<file path="src/hw/rtl/dc_fan_motor_derivative_assert.svh">
`ifndef DC_FAN_MOTOR_DERIVATIVE_ASSERT_SVH
`define DC_FAN_MOTOR_DERIVATIVE_ASSERT_SVH

// Checks that are not evaluated while reset is applied.
`define DCFM_CHECK(lbl, prop) \
  lbl: assert property (@(posedge clk) disable iff (!rst_n) prop) \
    else $error("dcfm check failed");

// Checks that hold at every edge, reset included.
`define DCFM_CHECK_ALWAYS(lbl, prop) \
  lbl: assert property (@(posedge clk) prop) \
    else $error("dcfm check failed");

`endif

</file>
<file path="src/hw/rtl/dcfm_pkg.sv">
package dcfm_pkg;

  localparam int CfgIdxW  = 8;
  localparam int CfgDataW = 32;

  localparam logic [CfgIdxW-1:0] RegNomSpeed  = 8'd0;
  localparam logic [CfgIdxW-1:0] RegNomVolt   = 8'd1;
  localparam logic [CfgIdxW-1:0] RegArmRes    = 8'd2;
  localparam logic [CfgIdxW-1:0] RegFlux      = 8'd3;
  localparam logic [CfgIdxW-1:0] RegInertia   = 8'd4;
  localparam logic [CfgIdxW-1:0] RegDrag      = 8'd5;
  localparam logic [CfgIdxW-1:0] RegSndPower  = 8'd6;
  localparam logic [CfgIdxW-1:0] RegSndPitch  = 8'd7;

  localparam logic [20:0] RstNomSpeed = 21'd193024;
  localparam logic [14:0] RstNomVolt  = 15'd12000;
  localparam logic [19:0] RstArmRes   = 20'd9421;
  localparam logic [19:0] RstFlux     = 20'd7076;
  localparam logic [19:0] RstInertia  = 20'd2048;
  localparam logic [19:0] RstDrag     = 20'd4404;
  localparam logic [15:0] RstPitch    = 16'd8192;

endpackage

</file>
<file path="src/hw/rtl/dc_fan_motor_derivative.sv">
// DC fan motor derivative unit. Each item (supply voltage, rotor speed) yields one result
// item: acceleration, armature current, powered/ready/sound flags and pitch. The block
// works on one item at a time; the next item can be accepted in the cycle after a result
// is loaded into the output register. The work is done by the bit-serial units: one
// 64-step restoring divider used four times, one 24-step square root and one 24-step
// shift-add multiplier used five times. A new item is taken while the previous result
// still waits in the output register. Configuration is to be written through the cfg
// port only while the block is idle; the block does not enforce this, and cfg_ready is
// always high.
module dc_fan_motor_derivative (
  input  logic                          clk,
  input  logic                          rst_n,
  input  logic                          in_valid,
  output logic                          in_stall,
  input  logic signed [15:0]            in_supply_voltage,
  input  logic signed [21:0]            in_rotor_speed,
  output logic                          out_valid,
  input  logic                          out_stall,
  output logic signed [31:0]            out_acceleration,
  output logic signed [23:0]            out_current,
  output logic                          out_powered,
  output logic                          out_ready_res,
  output logic                          out_sound_on,
  output logic signed [15:0]            out_pitch,
  input  logic                          cfg_valid,
  output logic                          cfg_ready,
  input  logic [dcfm_pkg::CfgIdxW-1:0]  cfg_index,
  input  logic [dcfm_pkg::CfgDataW-1:0] cfg_data
);
  import dcfm_pkg::*;

  typedef enum logic [3:0] {
    S_IDLE, S_DIVQ, S_SQRT, S_MCPHI, S_MCW, S_DCUR, S_MMA, S_MWW, S_MMR,
    S_DACC, S_DPIT, S_DONE
  } state_t;

  state_t      state_r;
  logic [5:0]  cnt_r;

  logic [20:0] speed_r;
  logic [14:0] volt_r;
  logic [19:0] res_r, flux_r, inert_r, drag_r;
  logic        snd_pow_r, snd_pitch_r;
  logic [15:0] held_r;

  logic [15:0] u_r;
  logic [21:0] w_r;
  logic [37:0] cphi_r;
  logic [63:0] ma_r;
  logic        sgn_r;
  logic [23:0] cur_r;
  logic [31:0] acc_r;

  logic [43:0] mul_a_r;
  logic [23:0] mul_b_r;
  logic [44:0] mul_hi_r;
  logic [63:0] dvd_r;
  logic [31:0] rem_r, dvs_r;
  logic [47:0] rad_r;
  logic [25:0] srem_r;
  logic [23:0] root_r;

  logic [44:0] mul_sum, mul_hi_step;
  logic [23:0] mul_b_step;
  logic [63:0] mul_prod;
  logic [32:0] div_t, div_diff;
  logic        div_ge;
  logic [31:0] rem_step;
  logic [63:0] dvd_step;
  logic [27:0] sq_t, sq_trial, sq_diff;
  logic        sq_ge;
  logic [25:0] srem_step;
  logic [23:0] root_step;

  logic [21:0] wa;
  logic        w_neg, powered;
  logic [20:0] om;
  logic [14:0] volt_nz;
  logic [19:0] res_nz, inert_nz;
  logic [63:0] u_ext, num, num_mag, mr, diff, diff_mag;
  logic [63:0] cur_lim, acc_lim, pit_lim;
  logic [23:0] cur_mag;
  logic [31:0] acc_mag;
  logic [15:0] pit_mag, pit_val;
  logic [26:0] w10, om9, w2, om27;
  logic        ready_f, snd_f;
  logic        last;
  logic        out_load;
  logic        in_div;

  assign cfg_ready = 1'b1;
  assign in_stall  = (state_r != S_IDLE);
  assign last      = (cnt_r == 6'd0);
  assign out_load  = (state_r == S_DONE) && (!out_valid || !out_stall);
  assign in_div    = state_r inside {S_DIVQ, S_DCUR, S_DACC, S_DPIT};

  // Shift-add multiplier, one bit of the b operand per cycle.
  assign mul_sum     = mul_hi_r + (mul_b_r[0] ? {1'b0, mul_a_r} : 45'd0);
  assign mul_hi_step = {1'b0, mul_sum[44:1]};
  assign mul_b_step  = {mul_sum[0], mul_b_r[23:1]};
  assign mul_prod    = {mul_hi_step[39:0], mul_b_step};

  // Restoring divider, one quotient bit per cycle shifted into the dividend register.
  assign div_t    = {rem_r, dvd_r[63]};
  assign div_diff = div_t - {1'b0, dvs_r};
  assign div_ge   = (div_t >= {1'b0, dvs_r});
  assign rem_step = div_ge ? div_diff[31:0] : div_t[31:0];
  assign dvd_step = {dvd_r[62:0], div_ge};

  // Restoring square root, two radicand bits per cycle.
  assign sq_t      = {srem_r, rad_r[47:46]};
  assign sq_trial  = {2'b00, root_r, 2'b01};
  assign sq_ge     = (sq_t >= sq_trial);
  assign sq_diff   = sq_t - sq_trial;
  assign srem_step = sq_ge ? sq_diff[25:0] : sq_t[25:0];
  assign root_step = {root_r[22:0], sq_ge};

  assign w_neg    = w_r[21];
  assign wa       = w_neg ? (22'd0 - w_r) : w_r;
  assign powered  = !u_r[15] && (u_r != 16'd0);
  assign om       = (speed_r == 21'd0) ? 21'd1 : speed_r;
  assign volt_nz  = (volt_r == 15'd0) ? 15'd1 : volt_r;
  assign res_nz   = (res_r == 20'd0) ? 20'd1 : res_r;
  assign inert_nz = (inert_r == 20'd0) ? 20'd1 : inert_r;

  assign u_ext    = {{21{u_r[15]}}, u_r, 27'd0};
  assign num      = w_neg ? (u_ext + mul_prod) : (u_ext - mul_prod);
  assign num_mag  = num[63] ? (64'd0 - num) : num;
  assign mr       = {12'd0, mul_prod[63:12]};
  assign diff     = w_neg ? (ma_r + mr) : (ma_r - mr);
  assign diff_mag = diff[63] ? (64'd0 - diff) : diff;

  // Saturation works on the magnitude; the negative limit is one larger.
  assign cur_lim = sgn_r ? 64'd8388608 : 64'd8388607;
  assign acc_lim = sgn_r ? 64'd2147483648 : 64'd2147483647;
  assign pit_lim = sgn_r ? 64'd32768 : 64'd32767;
  assign cur_mag = (dvd_step > cur_lim) ? cur_lim[23:0] : dvd_step[23:0];
  assign acc_mag = (dvd_step > acc_lim) ? acc_lim[31:0] : dvd_step[31:0];
  assign pit_mag = (dvd_step > pit_lim) ? pit_lim[15:0] : dvd_step[15:0];
  assign pit_val = sgn_r ? (16'd0 - pit_mag) : pit_mag;

  assign w10     = {{2{w_r[21]}}, w_r, 3'd0} + {{4{w_r[21]}}, w_r, 1'b0};
  assign om27    = {6'd0, om};
  assign om9     = {3'd0, om, 3'd0} + om27;
  assign w2      = {{4{w_r[21]}}, w_r, 1'b0};
  assign ready_f = ($signed(w10) > $signed(om9));
  assign snd_f   = snd_pow_r ? powered : ($signed(w2) >= $signed(om27));

  always_ff @(posedge clk) begin
    if (!rst_n) begin
      state_r     <= S_IDLE;
      cnt_r       <= 6'd0;
      out_valid   <= 1'b0;
      speed_r     <= RstNomSpeed;
      volt_r      <= RstNomVolt;
      res_r       <= RstArmRes;
      flux_r      <= RstFlux;
      inert_r     <= RstInertia;
      drag_r      <= RstDrag;
      snd_pow_r   <= 1'b0;
      snd_pitch_r <= 1'b0;
      held_r      <= RstPitch;
    end else begin
      if (cfg_valid && cfg_ready) begin
        case (cfg_index)
          RegNomSpeed: speed_r     <= cfg_data[20:0];
          RegNomVolt:  volt_r      <= cfg_data[14:0];
          RegArmRes:   res_r       <= cfg_data[19:0];
          RegFlux:     flux_r      <= cfg_data[19:0];
          RegInertia:  inert_r     <= cfg_data[19:0];
          RegDrag:     drag_r      <= cfg_data[19:0];
          RegSndPower: snd_pow_r   <= cfg_data[0];
          RegSndPitch: snd_pitch_r <= cfg_data[0];
          default: ;
        endcase
      end

      if (out_load) begin
        out_valid <= 1'b1;
      end else if (out_valid && !out_stall) begin
        out_valid <= 1'b0;
      end

      case (state_r)
        S_IDLE: begin
          if (in_valid) begin
            u_r   <= in_supply_voltage;
            w_r   <= in_rotor_speed;
            rem_r <= 32'd0;
            dvs_r <= {17'd0, volt_nz};
            cnt_r <= 6'd63;
            if (!in_supply_voltage[15] && (in_supply_voltage != 16'sd0)) begin
              dvd_r <= {17'd0, in_supply_voltage[14:0], 32'd0};
            end else begin
              dvd_r <= 64'd0;
            end
            state_r <= S_DIVQ;
          end
        end
        S_DIVQ: begin
          if (last) begin
            rad_r   <= dvd_step[47:0];
            srem_r  <= 26'd0;
            root_r  <= 24'd0;
            cnt_r   <= 6'd23;
            state_r <= S_SQRT;
          end else begin
            rem_r <= rem_step;
            dvd_r <= dvd_step;
            cnt_r <= cnt_r - 6'd1;
          end
        end
        S_SQRT: begin
          if (last) begin
            mul_a_r  <= {24'd0, flux_r};
            mul_b_r  <= root_step;
            mul_hi_r <= 45'd0;
            cnt_r    <= 6'd23;
            state_r  <= S_MCPHI;
          end else begin
            rad_r  <= {rad_r[45:0], 2'b00};
            srem_r <= srem_step;
            root_r <= root_step;
            cnt_r  <= cnt_r - 6'd1;
          end
        end
        S_MCPHI: begin
          if (last) begin
            // Without supply the flux is zero.
            cphi_r   <= powered ? mul_prod[43:6] : 38'd0;
            mul_a_r  <= powered ? {6'd0, mul_prod[43:6]} : 44'd0;
            mul_b_r  <= {2'b00, wa};
            mul_hi_r <= 45'd0;
            cnt_r    <= 6'd23;
            state_r  <= S_MCW;
          end else begin
            mul_hi_r <= mul_hi_step;
            mul_b_r  <= mul_b_step;
            cnt_r    <= cnt_r - 6'd1;
          end
        end
        S_MCW: begin
          if (last) begin
            dvd_r   <= num_mag;
            rem_r   <= 32'd0;
            dvs_r   <= {res_nz, 12'd0};
            sgn_r   <= num[63];
            cnt_r   <= 6'd63;
            state_r <= S_DCUR;
          end else begin
            mul_hi_r <= mul_hi_step;
            mul_b_r  <= mul_b_step;
            cnt_r    <= cnt_r - 6'd1;
          end
        end
        S_DCUR: begin
          if (last) begin
            cur_r    <= sgn_r ? (24'd0 - cur_mag) : cur_mag;
            mul_a_r  <= {6'd0, cphi_r};
            mul_b_r  <= cur_mag;
            mul_hi_r <= 45'd0;
            cnt_r    <= 6'd23;
            state_r  <= S_MMA;
          end else begin
            rem_r <= rem_step;
            dvd_r <= dvd_step;
            cnt_r <= cnt_r - 6'd1;
          end
        end
        S_MMA: begin
          if (last) begin
            ma_r     <= sgn_r ? (64'd0 - mul_prod) : mul_prod;
            mul_a_r  <= {22'd0, wa};
            mul_b_r  <= {2'b00, wa};
            mul_hi_r <= 45'd0;
            cnt_r    <= 6'd23;
            state_r  <= S_MWW;
          end else begin
            mul_hi_r <= mul_hi_step;
            mul_b_r  <= mul_b_step;
            cnt_r    <= cnt_r - 6'd1;
          end
        end
        S_MWW: begin
          if (last) begin
            mul_a_r  <= mul_prod[43:0];
            mul_b_r  <= {4'd0, drag_r};
            mul_hi_r <= 45'd0;
            cnt_r    <= 6'd23;
            state_r  <= S_MMR;
          end else begin
            mul_hi_r <= mul_hi_step;
            mul_b_r  <= mul_b_step;
            cnt_r    <= cnt_r - 6'd1;
          end
        end
        S_MMR: begin
          if (last) begin
            dvd_r   <= diff_mag;
            rem_r   <= 32'd0;
            dvs_r   <= {4'd0, inert_nz, 8'd0};
            sgn_r   <= diff[63];
            cnt_r   <= 6'd63;
            state_r <= S_DACC;
          end else begin
            mul_hi_r <= mul_hi_step;
            mul_b_r  <= mul_b_step;
            cnt_r    <= cnt_r - 6'd1;
          end
        end
        S_DACC: begin
          if (last) begin
            acc_r   <= sgn_r ? (32'd0 - acc_mag) : acc_mag;
            dvd_r   <= {29'd0, wa, 13'd0};
            rem_r   <= 32'd0;
            dvs_r   <= {11'd0, om};
            sgn_r   <= w_neg;
            cnt_r   <= 6'd63;
            state_r <= S_DPIT;
          end else begin
            rem_r <= rem_step;
            dvd_r <= dvd_step;
            cnt_r <= cnt_r - 6'd1;
          end
        end
        S_DPIT: begin
          if (last) begin
            if (snd_pitch_r) held_r <= pit_val;
            state_r <= S_DONE;
          end else begin
            rem_r <= rem_step;
            dvd_r <= dvd_step;
            cnt_r <= cnt_r - 6'd1;
          end
        end
        S_DONE: begin
          if (out_load) begin
            out_acceleration <= acc_r;
            out_current      <= cur_r;
            out_powered      <= powered;
            out_ready_res    <= ready_f;
            out_sound_on     <= snd_f;
            out_pitch        <= held_r;
            state_r          <= S_IDLE;
          end
        end
        default: state_r <= S_IDLE;
      endcase
    end
  end

`include "dc_fan_motor_derivative_assert.svh"

  `DCFM_CHECK(a_out_from_done, $rose(out_valid) |-> $past(state_r == S_DONE))
  `DCFM_CHECK(a_accept_starts, (in_valid && !in_stall) |=> (state_r == S_DIVQ))
  `DCFM_CHECK(a_div_nonzero, in_div |-> (dvs_r != 32'd0))
  `DCFM_CHECK(a_unpowered_flux, (state_r == S_MCW && !powered) |-> (cphi_r == 38'd0))

endmodule

</file>
<file path="config.mk">
export PLATFORM = sky130hd
export DESIGN_NAME = dc_fan_motor_derivative
export DESIGN_NICKNAME = d
export VERILOG_FILES = /design/src/hw/rtl/dcfm_pkg.sv /design/src/hw/rtl/dc_fan_motor_derivative.sv
export VERILOG_INCLUDE_DIRS = /design/src /design/src/hw/rtl
export SDC_FILE = /design/constraint.sdc
export NUM_CORES = 2
export LEC_CHECK = 0
export ABC_CLOCK_PERIOD_IN_PS = 18300
export BUFFER_PORTS_ARGS = -buffer_cell sky130_fd_sc_hd__buf_4
export CORE_UTILIZATION = 40
export DETAILED_ROUTE_END_ITERATION = 10
export GPL_TIMING_DRIVEN = 0
export PLACE_DENSITY = 0.51
export SYNTH_ARGS = -nofsm -noshare
export SYNTH_HDL_FRONTEND = slang
export SYNTH_SLANG_ARGS = --single-unit
</file>
<file path="constraint.sdc">
create_clock -name clk -period 18.3 [get_ports clk]
set_clock_uncertainty 0.2 [all_clocks]
set_input_delay 3.66 -clock clk [delete_from_list [all_inputs] [get_ports clk]]
set_output_delay 3.66 -clock clk [all_outputs]
set_load 0.05 [all_outputs]
</file>
Yosys cells after proc, flatten, opt, wreduce, memory -nomap -nowiden
Cells that the tools add are included.
W data, S select, Z words.
- input port bits: 83
- logic and storage cells: 245
- memories kept: 0
- bits in read-only memories: 0
- bits in registers: 756
- output and inout port bits: 78
- latch bits: 0
- memory bits (writable): 0
- $lt $le $gt $ge: 7
- add/sub/neg operators: 17
- shifts and indexed selects: 0
- $mul: 0
- divide/modulo/power cells: 0
- equal/unequal tests: 36
- reductions and logical operators: 61
- muxes and demuxes: 90
- bitwise logic cells: 0
- operators with widths (operator ; count):
    $mux W64 ; 10
    $mux W32 ; 12
    $pmux W64 S5 ; 1
    $mux W44 ; 7
    $pmux W32 S4 ; 2
    $mux W24 ; 10
    $pmux W44 S5 ; 1
    $sub A1 B64 Y64 const A ; 3
    $pmux W45 S3 ; 1
    $pmux W24 S5 ; 1
    $mux W48 ; 2
    $pmux W48 S2 ; 1
    $mux W45 ; 2
    $mux W26 ; 3
    $add A64 B52 Y64 ; 1
    $add A64 B64 Y64 ; 1
    $gt A64 B16 Y1 ; 1
    $gt A64 B24 Y1 ; 1
    $gt A64 B32 Y1 ; 1
    $sub A64 B52 Y64 ; 1
    $sub A64 B64 Y64 ; 1
    $pmux W26 S2 ; 1
    $mux W16 ; 3
    $mux W4 ; 12
    other kinds (59) ; 132

Logic depth before layout (Yosys ltp)
- depth after elaboration: 8
- depth in mapped cells: 37
- mapped depth without buffers: 34

Least setup slack after synthesis
OpenSTA, ideal clock, no wires.
- kind: input to register
- from: input rst_n
- to: register dvd_r[0] (enable)
- stages: 3
- setup time: 0.582 ns
- data arrival time: 8.748 ns
- setup slack: 8.770 ns
- path through: clkbuf_1 nand2_1 a211oi_1
- longest elaborated chain between the ends: 1
- RTL lines (element ; RTL line ; RTL):
    from (decl) ; dc_fan_motor_derivative.sv:12 ; input logic rst_n,
    $reduce_and A6 Y1 (no source line) ; n/a ;
    to (signal assigned) ; dc_fan_motor_derivative.sv:193 ; dvd_r <= {17'd0, in_supply_voltage[14:0], 32'd0};
    to (signal assigned) ; dc_fan_motor_derivative.sv:209 ; dvd_r <= dvd_step;
    to (signal assigned) ; dc_fan_motor_derivative.sv:244 ; dvd_r <= num_mag;
    to (decl) ; dc_fan_motor_derivative.sv:57 ; logic [63:0] dvd_r;
Every way passes these cells.
A chain may end at the register's enable or synchronous reset.

Worst setup path after layout
- from: register w_r[21]
- to: register dvd_r[28] (data pin)
- longest elaborated chain between the ends: 5
- elaborated cells between the ends (all ways): 11
- those cells by class: 2 x add/sub; 9 x mux
- RTL lines (element ; RTL line ; RTL):
    from (decl) ; dc_fan_motor_derivative.sv:47 ; logic [21:0] w_r;
    from (signal assigned) ; dc_fan_motor_derivative.sv:188 ; w_r <= in_rotor_speed;
    $mux W64 (on tied branches) ; dc_fan_motor_derivative.sv:130, dc_fan_motor_derivative.sv:127 ;
    $sub A1 B64 Y64 (on tied branches) ; dc_fan_motor_derivative.sv:131, dc_fan_motor_derivative.sv:128 ;
    $mux W64 (on tied branches) ; dc_fan_motor_derivative.sv:131, dc_fan_motor_derivative.sv:128 ;
    $mux W64 (on tied branches) ; dc_fan_motor_derivative.sv:298, dc_fan_motor_derivative.sv:243 ;
    $pmux W64 S5 (*) ; dc_fan_motor_derivative.sv:184 ; case (state_r)
    to (signal assigned) ; dc_fan_motor_derivative.sv:193 ;
    to (signal assigned) ; dc_fan_motor_derivative.sv:299 ; dvd_r <= diff_mag;
    to (signal assigned) ; dc_fan_motor_derivative.sv:314 ; dvd_r <= {29'd0, wa, 13'd0};
Mark *: on every way between the ends. The rest lies on a longest branch, timed or not. The select of a mux whose other input is x is not followed.

==> flow_summary_export.csv <==
group,metric,value,unit
run,drv_cap,1,
floorplan,start_util,40.30,%
global_routing,grt_overflow,0,
timing,min_period,15.16,ns
timing,slew_violations,5,
finish,fin_area,63400,µm²
floorplan,die_y,376.9,µm
global_routing,grt_use_met2,54.98,%
synthesis,synth_seq_cells,755,
synthesis,yosysUniqueCellTypes,118,
worst_setup_path,crit_path_end_kind,"register",
synthesis,synth_edf_count,610,
synthesis,seq_area_frac_synth,37.74,%
drt,drc_errors,0,
finish,fin_nets,7180,
pwr,swShare,50.31,%
timing,slew_headroom,-4.748,%
timing,setup-violations-final,0,
pwr,p_sw,5319,µW
drt,via_per_inst,6.175,
synthesis,yosys.area_share.simple,20.21,%
global_routing,grt_usage,35.00,%
worst_setup_path,worstPathArrival,15.40,ns
synthesis,synthAdderAreaFrac,8.260,%
floorplan,pin_count,161,
clock_network,clock_sinks,755,
global_routing,grt_max_degree,54,
global_routing,grt_pass1_wl,361.0,mm
timing,fmax,0.06597,GHz
synthesis,synth_top_family_by_area,"compound AO/OA/AOI/OAI gates",
worst_setup_path,cpPeakStageDelay,1.09,ns
pwr,p_comb_share,59.4,%
placed_design,dp.cells,8514,
timing,tns,0,ns
worst_setup_path,r2r-start,"w_r[21]",
pwr,intPower,5253,µW
floorplan,die_area,142100,µm²
worst_setup_path,cp_data_required_time,18.54,ns
worst_setup_path,path_class,"reg -> reg",
floorplan,die_w,376.9,µm
drt,num_vias,53647,
status,failed_checks,"max-capacitance violations, max-slew violations",
floorplan,core_area,139500,µm²
clock_network,clock_latency,0.74,ns
clock_network,holdBufCountCts,0,
synthesis,synth_compound_area_share,21.51,%
pwr,power_density,166.7,nW/µm²
worst_setup_path,path_max_fanout,11,
clock_network,cts.htree.levels,3,
finish,layout.cells.non_filler,8688,
timing,rsz0062_at_grt,"no",
synthesis,synth.cell_area,56230,µm²
clock_network,cts_tree,"done",
drt,ant_nets,0,
clock_network,cts.reportedPaths.clkPinSlew,0.06,ns
synthesis,syn_inst,6459,
finish,areaGrowthSynthToFinish,12.75,%
worst_setup_path,cp_slowest_cell,"xor2_1",
placed_design,dp_hpwl,202.1,mm
clock_network,cts_setup_buffers,0,
global_routing,grt-busiest-layer,"met2",
timing,whs,0.2172,ns
clock_network,cts_buffers,91,
global_routing,met1_usage,45.39,%
synthesis,async_flop_share,0,%
drt,wl_per_cell,29.43,µm
synthesis,syn_nets,6908,
synthesis,yosys.area_share.xor_xnor,6.860,%
synthesis,ys_warn_count,0,
global_routing,use_met3,5.392,%
synthesis,muxShareOfSynthArea,0.9969,%
timing,worst_pin_slew,1.560,ns
drt,firstDrtPassIters,9,
placed_design,place_area,60310,µm²
worst_setup_path,startpoint_type,"register",
timing,timing.final.crit_share,82.83,%
global_routing,grt_pass1_vias,50251,
synthesis,syn_avg_cell_area,8.706,µm²
drt,drt_iter0_drc,6212,
clock_network,cts-root-buf,"clkbuf_16",
pwr,clockPowerShare,17.9,%
placed_design,io_buffer_count,145,
drt,wl,255.7,mm
global_routing,antenna_found_initial,10,
synthesis,ys.flop_type,"edfxtp_1",
placed_design,gp_congestion,0.9970,
clock_network,max-clock-path-buffers,3,
worst_setup_path,crit_path_start,"w_r[21]",
worst_setup_path,cpMostUsedCell,"clkbuf_1",
status,status,"complete, but fails checks",
worst_hold_path,min_path_type,"reg -> reg",
finish,layout-drive-gt1-share,7.112,%
pwr,p_seq_share,22.7,%
floorplan,fp-row-count,137,
pwr,p_leak,0.02393,µW
worst_hold_path,min_from,"cur_r[12]",
pwr,irDropWorstVdd,0.00008279,V
timing,hold_violations,0,
clock_network,cts-resized-gates,0,
## placed cells by master, fill, tap and decap left out, drive strengths merged, types with 64 or more instances in the layout
| cell | instances |
|---|---|
| a21o | 143 |
| edfxtp | 610 |
| nor3 | 148 |
| nand2 | 841 |
| nand4 | 71 |
| a21oi | 524 |
| nand2b | 69 |
| xnor2 | 291 |
| o21ai | 361 |
| inv | 259 |
| or3 | 64 |
| nor2 | 534 |
| dfxtp | 145 |
| nand3 | 168 |
| nor4 | 91 |
| xor2 | 146 |
| ha | 360 |
| clkbuf | 451 |
| buf | 233 |
| and2 | 122 |
## stage by stage
| step | util [%] | worst slack [ns] | total power (µW) |
|---|---|---|---|
| 2_1_floorplan | - | 8.770 | 6321 |
| 3_3_place_gp | 42.76 | 3.848 | 8507 |
| 3_5_place_dp | 43.23 | 3.787 | 8523 |
| 4_1_cts | 45.42 | 3.736 | 10460 |
| 5_1_grt | 45.43 | 2.992 | 11060 |
| 6_report | 45.44 | 3.141 | 10570 |
## synth_stat cells (all sizes together) (20+ instances only)
| library cell | instances | area [µm²] |
|---|---|---|
| a211oi | 51 | 387.9 |
| a21boi | 40 | 300.3 |
| a21o | 143 | 1075 |
| a21oi | 524 | 2623 |
| a221o | 20 | 200.2 |
| a222oi | 59 | 590.6 |
| a22o | 22 | 192.7 |
| a22oi | 36 | 270.3 |
| a31oi | 59 | 369.1 |
| a41oi | 20 | 201.5 |
| and2 | 122 | 769.5 |
| and3 | 62 | 390.4 |
| buf | 54 | 259.0 |
| clkbuf | 330 | 1239 |
| dfxtp | 145 | 2903 |
| edfxtp | 610 | 18320 |
| ha | 360 | 4504 |
| inv | 256 | 960.9 |
| mux2i | 50 | 504.2 |
| nand2 | 841 | 3157 |
| nand2b | 69 | 431.7 |
| nand3 | 168 | 840.8 |
| nand4 | 71 | 456.7 |
| nor2 | 534 | 2007 |
| nor2b | 51 | 319.1 |
| nor3 | 148 | 750.7 |
| nor4 | 91 | 615.6 |
| o211ai | 51 | 397.9 |
| o21a | 53 | 397.9 |
| o21ai | 361 | 1810 |
| o21bai | 51 | 382.9 |
| o221ai | 38 | 332.8 |
| o22ai | 43 | 269.0 |
| o31ai | 49 | 372.9 |
| or2 | 48 | 300.3 |
| or3 | 64 | 405.4 |
| or4 | 30 | 232.7 |
| xnor2 | 291 | 2571 |
| xor2 | 146 | 1286 |
## critical path: cells and delay by family, from the launching register on
family	cells	cell delay, ns
xor+xnor	2	1.38
buf+inv	13	8.43
fa+ha+maj	1	0.28
flops	1	0.57
mux	1	0.19
simple gates	5	1.16
compound gates	8	2.56
## final timing paths
path / endpoint / slack [ns] / depth (start not counted)
setup / recovery: dvd_r[28] / 3.14 / 30
hold / removal: out_current[12] / 0.22 / 0
hold reg to reg: out_current[12] / 0.22 / 0
setup reg to reg: dvd_r[28] / 3.14 / 30
## state kept, by name, summed over array words and instances (netlist names), 20 cells and up
signal            flops
root_r               24
srem_r               26
speed_r              21
flux_r               20
dvd_r                64
mul_b_r              24
out_current          24
w_r                  22
acc_r                32
rem_r                32
mul_hi_r             44
drag_r               20
ma_r                 64
res_r                20
rad_r                48
out_acceleration     32
mul_a_r              44
cphi_r               38
dvs_r                32
cur_r                24
inert_r              20
## cell families after synthesis
group / count (synthesis)
compound gates: 1819
xor+xnor: 437
fa+ha+maj: 368
buf+inv: 647
flops: 755
mux: 55
other cells: 1
simple gates: 2377
## area by class of cell
| cell class | count | area (µm²) |
|---|---|---|
| fillers | 13950 | 76130 |
| diodes | 7 | 17.52 |
| multi-input cells | 5057 | 32640 |
| clock inverters | 46 | 570.5 |
| clock buffers | 121 | 2492 |
| well taps | 1876 | 2347 |
| repair buffers | 179 | 1632 |
| flip-flops and latches | 755 | 21220 |
| plain buffers | 384 | 1500 |
| inverters | 263 | 987.2 |
## power by group through the flow
stage               logic [µW]  registers (µW)  clock network (µW)
floorplan                 4010            2320                   0
global placement          6050            2460                   0
detailed placement        6100            2430                   0
CTS                       6140            2400                1920
global route              6670            2410                1980
finish                    6280            2400                1890
## per-layer routing
metal	part of all wire [%]	wire (µm)
met1	41	105900
met2	44	113700
met3	7.4	18840
met4	6.7	17200
met5	0.022	57
No activity file was read; power rests on OpenSTA's default activity.
